$ cat src/design/pdp_pkg.sv
`default_nettype none
package pdp_pkg;
    localparam int TABLE_ENTRIES_DEF = 16;
    localparam logic [36:0] RATE_RESET = 37'd12500000;
    localparam logic [29:0] NS_IN_SEC = 30'd1000000000;
    localparam logic [15:0] ETYPE_IPV4 = 16'h0800;
    localparam logic [15:0] MIN_IPV4_LEN = 16'd34;
    localparam logic [2:0] OUT_NOT_IPV4 = 3'd0;
    localparam logic [2:0] OUT_NEW_FLOW = 3'd1;
    localparam logic [2:0] OUT_TABLE_FULL = 3'd2;
    localparam logic [2:0] OUT_IDLE = 3'd3;
    localparam logic [2:0] OUT_BACKLOG = 3'd4;

    typedef struct packed {
        logic [63:0] now_ns;
        logic [15:0] captured_len;
        logic [15:0] ether_type;
        logic [31:0] dest_addr;
        logic [15:0] pkt_len;
    } pkt_in_t;

    typedef struct packed {
        logic        stamp_valid;
        logic [63:0] departure_ns;
        logic [2:0]  outcome;
    } pkt_out_t;
endpackage
`default_nettype wire

$ cat src/design/per_destination_departure_pacer.sv
// channel | ports                  | handshake
// cmd     | start, busy, cmd       | taken when start && !busy
// result  | result_valid, result   | one cycle strobe, cannot stall
// config  | cfg_we, cfg_wdata      | written when cfg_we
// Non-IPv4 words: result the cycle after acceptance, busy stays low.
// Lookup: busy while the table is scanned entry by entry and then decided; the result shows as busy drops.
// Hits add a serial division and a write-back state before the result.
// Reset clears valid bits and restores the default rate; tables are memories without reset.
`default_nettype none
module per_destination_departure_pacer #(
    parameter int TABLE_ENTRIES = pdp_pkg::TABLE_ENTRIES_DEF
) (
    input  wire logic              clk,
    input  wire logic              rst_n,
    input  wire logic              start,
    output logic                   busy,
    input  wire pdp_pkg::pkt_in_t  cmd,
    output logic                   result_valid,
    output pdp_pkg::pkt_out_t      result,
    input  wire logic              cfg_we,
    input  wire logic [36:0]       cfg_wdata
);
    import pdp_pkg::*;
    localparam int IW = (TABLE_ENTRIES > 1) ? $clog2(TABLE_ENTRIES) : 1;
    localparam int CW = $clog2(TABLE_ENTRIES + 1);

    localparam logic [2:0] S_IDLE = 3'd0, S_SCAN = 3'd1, S_DECIDE = 3'd2,
                           S_DIV = 3'd3, S_WB = 3'd4;

    logic [2:0]  state_reg;
    logic [36:0] rate_reg;
    pkt_in_t     in_reg;
    logic [TABLE_ENTRIES-1:0] valid_reg;
    logic [CW-1:0] idx_reg;
    logic        hit_reg;
    logic [IW-1:0] hit_idx_reg;
    logic        rd_pend_reg;
    logic [IW-1:0] rd_idx_reg;

    logic [31:0] key_mem [TABLE_ENTRIES];
    logic [63:0] nf_mem [TABLE_ENTRIES];
    logic [31:0] key_q;
    logic [63:0] nf_q;
    logic [63:0] stored_reg;

    logic        div_go, div_done;
    logic [45:0] div_q;
    logic [36:0] rate_eff;
    logic [45:0] product;

    logic        free_found;
    logic [IW-1:0] free_idx;

    assign busy = (state_reg != S_IDLE);
    assign rate_eff = (rate_reg == '0) ? 37'd1 : rate_reg;
    assign product = {30'd0, in_reg.pkt_len} * {16'd0, NS_IN_SEC};

    always_comb
    begin
        free_found = 1'b0;
        free_idx = '0;
        for (int i = TABLE_ENTRIES - 1; i >= 0; i--)
        begin
            if (!valid_reg[i])
            begin
                free_found = 1'b1;
                free_idx = IW'(i);
            end
        end
    end

    always_ff @(posedge clk)
    begin
        key_q <= key_mem[idx_reg[IW-1:0]];
        nf_q  <= nf_mem[hit_idx_reg];
        if (state_reg == S_DECIDE && !hit_reg && free_found)
        begin
            key_mem[free_idx] <= in_reg.dest_addr;
            nf_mem[free_idx]  <= in_reg.now_ns;
        end
        if (state_reg == S_WB)
        begin
            nf_mem[hit_idx_reg] <= ((stored_reg < in_reg.now_ns) ? in_reg.now_ns
                                    : stored_reg) + {18'd0, div_q};
        end
    end

    pdp_divider u_div (
        .clk(clk), .rst_n(rst_n), .go(div_go), .dividend(product),
        .divisor(rate_eff), .done(div_done), .quotient(div_q)
    );

    assign div_go = (state_reg == S_DECIDE) && hit_reg;

    always_ff @(posedge clk or negedge rst_n)
    begin
        if (!rst_n)
        begin
            state_reg <= S_IDLE;
            rate_reg <= RATE_RESET;
            valid_reg <= '0;
            result_valid <= 1'b0;
            idx_reg <= '0;
            hit_reg <= 1'b0;
            rd_pend_reg <= 1'b0;
        end
        else
        begin
            result_valid <= 1'b0;
            if (cfg_we)
            begin
                rate_reg <= cfg_wdata;
            end
            case (state_reg)
                S_IDLE:
                begin
                    if (start)
                    begin
                        in_reg <= cmd;
                        if (cmd.captured_len < MIN_IPV4_LEN || cmd.ether_type != ETYPE_IPV4)
                        begin
                            result_valid <= 1'b1;
                            result <= '{1'b0, 64'd0, OUT_NOT_IPV4};
                        end
                        else
                        begin
                            state_reg <= S_SCAN;
                            idx_reg <= '0;
                            hit_reg <= 1'b0;
                            rd_pend_reg <= 1'b0;
                        end
                    end
                end
                S_SCAN:
                begin
                    rd_pend_reg <= (idx_reg < CW'(TABLE_ENTRIES));
                    rd_idx_reg <= idx_reg[IW-1:0];
                    if (rd_pend_reg && !hit_reg && valid_reg[rd_idx_reg]
                        && key_q == in_reg.dest_addr)
                    begin
                        hit_reg <= 1'b1;
                        hit_idx_reg <= rd_idx_reg;
                    end
                    if (idx_reg < CW'(TABLE_ENTRIES))
                    begin
                        idx_reg <= idx_reg + CW'(1);
                    end
                    else
                    begin
                        state_reg <= S_DECIDE;
                    end
                end
                S_DECIDE:
                begin
                    if (hit_reg)
                    begin
                        state_reg <= S_DIV;
                    end
                    else
                    begin
                        state_reg <= S_IDLE;
                        result_valid <= 1'b1;
                        if (free_found)
                        begin
                            valid_reg[free_idx] <= 1'b1;
                            result <= '{1'b0, 64'd0, OUT_NEW_FLOW};
                        end
                        else
                        begin
                            result <= '{1'b0, 64'd0, OUT_TABLE_FULL};
                        end
                    end
                end
                S_DIV:
                begin
                    stored_reg <= nf_q;
                    if (div_done)
                    begin
                        state_reg <= S_WB;
                    end
                end
                S_WB:
                begin
                    state_reg <= S_IDLE;
                    result_valid <= 1'b1;
                    if (stored_reg < in_reg.now_ns)
                    begin
                        result <= '{1'b1, in_reg.now_ns, OUT_IDLE};
                    end
                    else
                    begin
                        result <= '{1'b1, stored_reg, OUT_BACKLOG};
                    end
                end
                default:
                begin
                    state_reg <= S_IDLE;
                end
            endcase
        end
    end
endmodule
`default_nettype wire

$ cat src/design/pdp_divider.sv
`default_nettype none
module pdp_divider (
    input  wire logic        clk,
    input  wire logic        rst_n,
    input  wire logic        go,
    input  wire logic [45:0] dividend,
    input  wire logic [36:0] divisor,
    output logic             done,
    output logic [45:0]      quotient
);
    logic [5:0]  cnt_reg;
    logic        run_reg;
    logic [45:0] q_reg;
    logic [37:0] r_reg;
    logic [36:0] d_reg;
    logic [37:0] trial;

    assign trial = {r_reg[36:0], q_reg[45]};
    assign quotient = q_reg;

    always_ff @(posedge clk or negedge rst_n)
    begin
        if (!rst_n)
        begin
            run_reg <= 1'b0;
            cnt_reg <= '0;
            done    <= 1'b0;
        end
        else
        begin
            done <= 1'b0;
            if (go)
            begin
                run_reg <= 1'b1;
                cnt_reg <= 6'd0;
            end
            else if (run_reg)
            begin
                cnt_reg <= cnt_reg + 6'd1;
                if (cnt_reg == 6'd45)
                begin
                    run_reg <= 1'b0;
                    done    <= 1'b1;
                end
            end
        end
    end

    always_ff @(posedge clk)
    begin
        if (go)
        begin
            q_reg <= dividend;
            r_reg <= '0;
            d_reg <= divisor;
        end
        else if (run_reg)
        begin
            if (trial >= {1'b0, d_reg})
            begin
                r_reg <= trial - {1'b0, d_reg};
                q_reg <= {q_reg[44:0], 1'b1};
            end
            else
            begin
                r_reg <= trial;
                q_reg <= {q_reg[44:0], 1'b0};
            end
        end
    end
endmodule
`default_nettype wire

$ cat config.mk
export PLATFORM = sky130hd
export DESIGN_NAME = per_destination_departure_pacer
export DESIGN_NICKNAME = d
export VERILOG_FILES = /design/src/design/pdp_pkg.sv /design/src/design/per_destination_departure_pacer.sv /design/src/design/pdp_divider.sv
export SDC_FILE = /design/constraint.sdc
export NUM_CORES = 2
export LEC_CHECK = 0
export BUFFER_PORTS_ARGS = -buffer_cell sky130_fd_sc_hd__buf_4
export CAP_MARGIN = 10
export CORE_ASPECT_RATIO = 0.8
export CORE_UTILIZATION = 62
export DETAILED_ROUTE_END_ITERATION = 8
export PLACE_DENSITY = 0.79
export SLEW_MARGIN = 20
export SYNTH_ARGS = -nofsm -noshare
export SYNTH_HDL_FRONTEND = slang
export SYNTH_SLANG_ARGS = --single-unit
$ cat constraint.sdc
create_clock -name clk -period 7.9 [get_ports clk]
set_input_delay 0.79 -clock clk [delete_from_list [all_inputs] [get_ports clk]]
set_output_delay 0.79 -clock clk [all_outputs]
set_load 0.05 [all_outputs]
==> flow_metrics.py <==
metrics = {
    "layout": {
        "multi_input_area_um2": 28100,
        "area_growth_syn_to_layout_pct": 12.4,
        "largest_register_ffs": 1024,
        "final_layout_size_suffix_gt1_share_pct": 22.5,
        "num-nets-final": 6312,
        "final-seq-area_um2": 60600,
        "finish.cell_count_without_fillers": 7769,
        "num-fill-cells": 8905,
    },
    "logic_synthesis": {
        "avgSynthCellArea_um2": 17.0,
        "main_combinational_cell_family_by_area_after_synthesis": "multiplexers",
        "postSynthCellCount": 5354,
        "netlist_area_um2": 90800,
        "synth.area.mux_share_pct": 12.9,
        "netlist-cell-type-count": 90,
        "syn-num-nets": 5969,
        "xor_xnor_portion_of_the_synthesized_cell_area_pct": 1.29,
        "yosys-top-cells-area": "edfxtp_1 62%, mux4_2 12%, ha_1 4.1%",
        "synthSimpleGateAreaFrac_pct": 4.24,
        "post-synth-top-area-fraction_pct": 61.6,
        "synth-compound-area-share_pct": 5.21,
        "primary_flip_flop_cell_chosen_by_synthesis_mapping": "edfxtp_1",
        "async_flop_share_pct": 3.47,
        "synth.yosys.warnings": 0,
        "ys_seq_elements": 2076,
        "yosysSeqAreaShare_pct": 66.7,
        "synth_edf_count": 1862,
        "synth_top_area_cell": "edfxtp_1",
        "synth_fa_ha_area_share_pct": 7.00,
    },
    "cts": {
        "cts-root-to-sink-buffers": 3,
        "insertion_delay_ps": 850,
        "cts_tree": "done",
        "cts.clk_slew.worst_paths_ps": 60,
        "cts.sink_count": 2076,
        "numCtsBuffers": 188,
        "cts_root_buf": "clkbuf_16",
        "htree_num_levels": 4,
        "post_cts.resized_instances": 0,
    },
    "min_path": {
        "hp-start": "cmd[45]",
        "min_delay_worst_endpoint": "in_reg[45]",
        "cell_depth_of_the_worst_min_delay_path": 1,
        "class_of_the_most_critical_hold_timing_path": "in -> reg",
    },
    "power": {
        "worst_ir_drop_vdd_mv": 0.292,
        "clock_share_of_power_pct": 37.2,
        "cellInternalPower_mw": 19.0,
        "pwr-share-seq_pct": 47.1,
        "p_switching_mw": 6.51,
        "power_per_cell_area_nw_per_um2": 250,
        "power.static_leakage_nw": 36.4,
        "p_sw_share_pct": 25.5,
        "power_frac_comb_pct": 15.6,
    },
    "worst_setup_path": {
        "worst_r2r_endpoint": "nf_mem[6][34]",
        "critical_path_required_ps": 8580,
        "crit_path_start_kind": "flop",
        "timing_worst_setup_path_type": "reg -> reg",
        "r2r_cells": 26,
        "crit_path_start": "in_reg[126]",
        "critical_path.endpoint_type": "flop",
        "rrSetupSlack_ps": 280,
        "cp_max_fo": 36,
        "critical_path_at_ps": 8300,
        "reg2reg_from": "in_reg[126]",
    },
    "timing": {
        "grt_setup_unrepaired": "false",
        "fin_crit_sh_pct": 96.5,
        "fin_skew_ps": 68.0,
        "slew_viol_final": 0,
        "timing.final.hold_violations": 0,
        "slew_headroom_pct": 24.7,
        "layout_min_cycle_time_ps": 7620,
        "timing.final.setup_violations": 0,
        "fin_setup_tns_ps": 0,
        "timing.fmax_ghz": 0.131,
        "layout_setup_ws_ps": 279,
        "worstMarginPinSlew_ps": 1130,
    },
    "floorplan": {
        "dieWidth_um": 430,
        "num_rows": 125,
        "initial_core_util_pct": 62.5,
        "core_region_um2": 145000,
        "die_area_um2": 148000,
        "chipHeight_um": 344,
        "top_level_ports": 255,
    },
    "drt": {
        "via_per_inst": 6.52,
        "drt_iter0_drcs": 6269,
        "drc_viols": 0,
        "drt.antenna.violating_nets": 0,
        "dr_total_vias": 50675,
        "detail_route.first_pass.iterations": 9,
        "post_drt_wl_per_cell_um": 28.5,
        "met2_length_um": 105000,
        "highest-signal-layer": "met4",
        "wl_met3_um": 22200,
        "drt_wl_total_um": 221000,
        "met1Wirelength_um": 86600,
    },
    "run": {
        "maxCapViolCount": 0,
    },
    "placement": {
        "place.gp.congestion": 0.944,
        "place.detailed.hpwl_um": 133000,
        "dp.cells": 7411,
        "io_buffer_count": 253,
        "pre_cts_ws_ps": 472,
    },
    "global_route": {
        "antenna_found_initial": 9,
        "global_route.usage.total_pct": 30.2,
        "grt_pass1_wl_um": 326000,
        "first_global_vias": 50483,
        "grt_max_degree": 144,
        "grt-ovfl-total": 0,
    },
    "status": {
        "outcome": "completed",
    },
}
==> metal layers <==
metal	vias up	track usage, %
met5	-	0
met4	0	10.7
met3	400	5.89
met2	2772	47.9
met1	25971	42.7
li1	21532	-
==> per-stage QoR <==
stage | hold slack, ps | utilization [%] | area, um^2 | power (mW)
4_1_cts | 69.1 | 70.2 | 102000 | 25.6
6_report | 120 | 70.3 | 102000 | 25.6
3_3_place_gp | 386 | 65.7 | 95500 | 16.1
5_1_grt | 89.8 | 70.3 | 102000 | 26.6
2_1_floorplan | 386 | - | 90800 | 15.1
3_5_place_dp | 390 | 65.8 | 95500 | 16.2
==> cells by family (layout without fill, tap and decap cells) <==
kind of cell / Yosys count / count (layout)
flip-flops: 2076 / 2076
AND/OR/NAND/NOR: 797 / 797
AO/OA/AOI/OAI: 740 / 740
buffers and inverters: 615 / 1119
multiplexers: 562 / 562
adder cells (fa/ha/maj): 430 / 430
XOR/XNOR: 134 / 134
other: 0 / 6
==> cell usage after synthesis (11+ instances only) <==
master,number
a211oi_1,35
a21o_1,75
a21oi_1,186
a221oi_1,11
a22o_1,11
a31oi_1,23
and2_1,59
and3_1,24
buf_1,39
buf_2,14
clkbuf_1,188
dfrtp_1,60
dfstp_2,12
dfxtp_1,142
edfxtp_1,1862
fa_1,130
ha_1,300
inv_1,367
mux2_2,45
mux2i_1,32
mux4_2,485
nand2_1,253
nand2b_1,21
nand3_1,60
nand4_1,44
nor2_1,183
nor2b_1,16
nor3_1,45
nor4_1,25
o211ai_1,16
o21a_1,19
o21ai_0,220
o21ai_1,14
o21bai_1,22
or2_2,13
or3_1,19
xnor2_1,65
xor2_1,69
==> worst max path at each step <==
stage	to	depth (start not counted)
2_1_floorplan	u_div.quotient[43]	20
3_3_place_gp	nf_mem[2][34]	25
3_5_place_dp	nf_mem[11][45]	24
4_1_cts	nf_mem[3][45]	24
5_1_grt	nf_mem[5][60]	26
6_report	nf_mem[6][34]	26
==> what timing repair did <==
action                    in CTS  in global routing
hold buffers                   1                  0
setup buffers                  0                  0
hold endpoints to repair      20                  0
==> worst max-delay path, cell delays in order, from the launching register on <==
cell,delay [ps]
edfxtp_1,400
inv_1,150
ha_1,340
and4_1,240
and3_1,270
o221ai_1,350
o211ai_2,240
a2bb2oi_2,360
nand2_4,130
clkinv_2,250
buf_4,490
nand2_1,110
nand2_1,110
ha_1,210
inv_1,80
fa_1,400
nand2b_1,200
a21o_1,240
a21o_1,220
a2111oi_0,640
a211oi_1,250
o21a_1,260
o21ai_0,480
a21o_1,280
a211oi_1,120
o31ai_1,360
buf_4,280
==> power groups by stage <==
stage / clock, mW / combinational [mW] / sequential [mW]
3_3_place_gp: 0 / 3.86 / 12.3
6_report: 9.52 / 3.99 / 12.0
4_1_cts: 9.62 / 3.97 / 12.0
3_5_place_dp: 0 / 3.92 / 12.3
2_1_floorplan: 0 / 2.82 / 12.3
5_1_grt: 10.0 / 4.50 / 12.1
==> layout by cell type (no fill, tap or decap), drive strengths merged, types with 24 or more instances in the layout <==
master and instances:
a211oi 37, a21o 75, a21oi 186, and2 59, and3 24, buf 398
clkbuf 264, clkinv 63, dfrtp 60, dfxtp 142, edfxtp 1862, fa 130
ha 300, inv 372, mux2 45, mux2i 32, mux4 485, nand2 256
nand3 60, nand4 44, nor2 183, nor3 45, nor4 25, o21ai 234
xnor2 65, xor2 69
==> layout make-up <==
cell class / instances / share of cell area, %
Antenna cell: 6 / 0.0147
Inverter: 369 / 1.36
Sequential cell: 2076 / 59.4
Multi-Input combinational cell: 2663 / 27.6
Timing Repair Buffer: 399 / 2.99
Tap cell: 1905 / 2.34
Clock buffer: 264 / 5.26
Clock inverter: 87 / 1.11
Note: power is estimated with default switching activity, not from simulation.
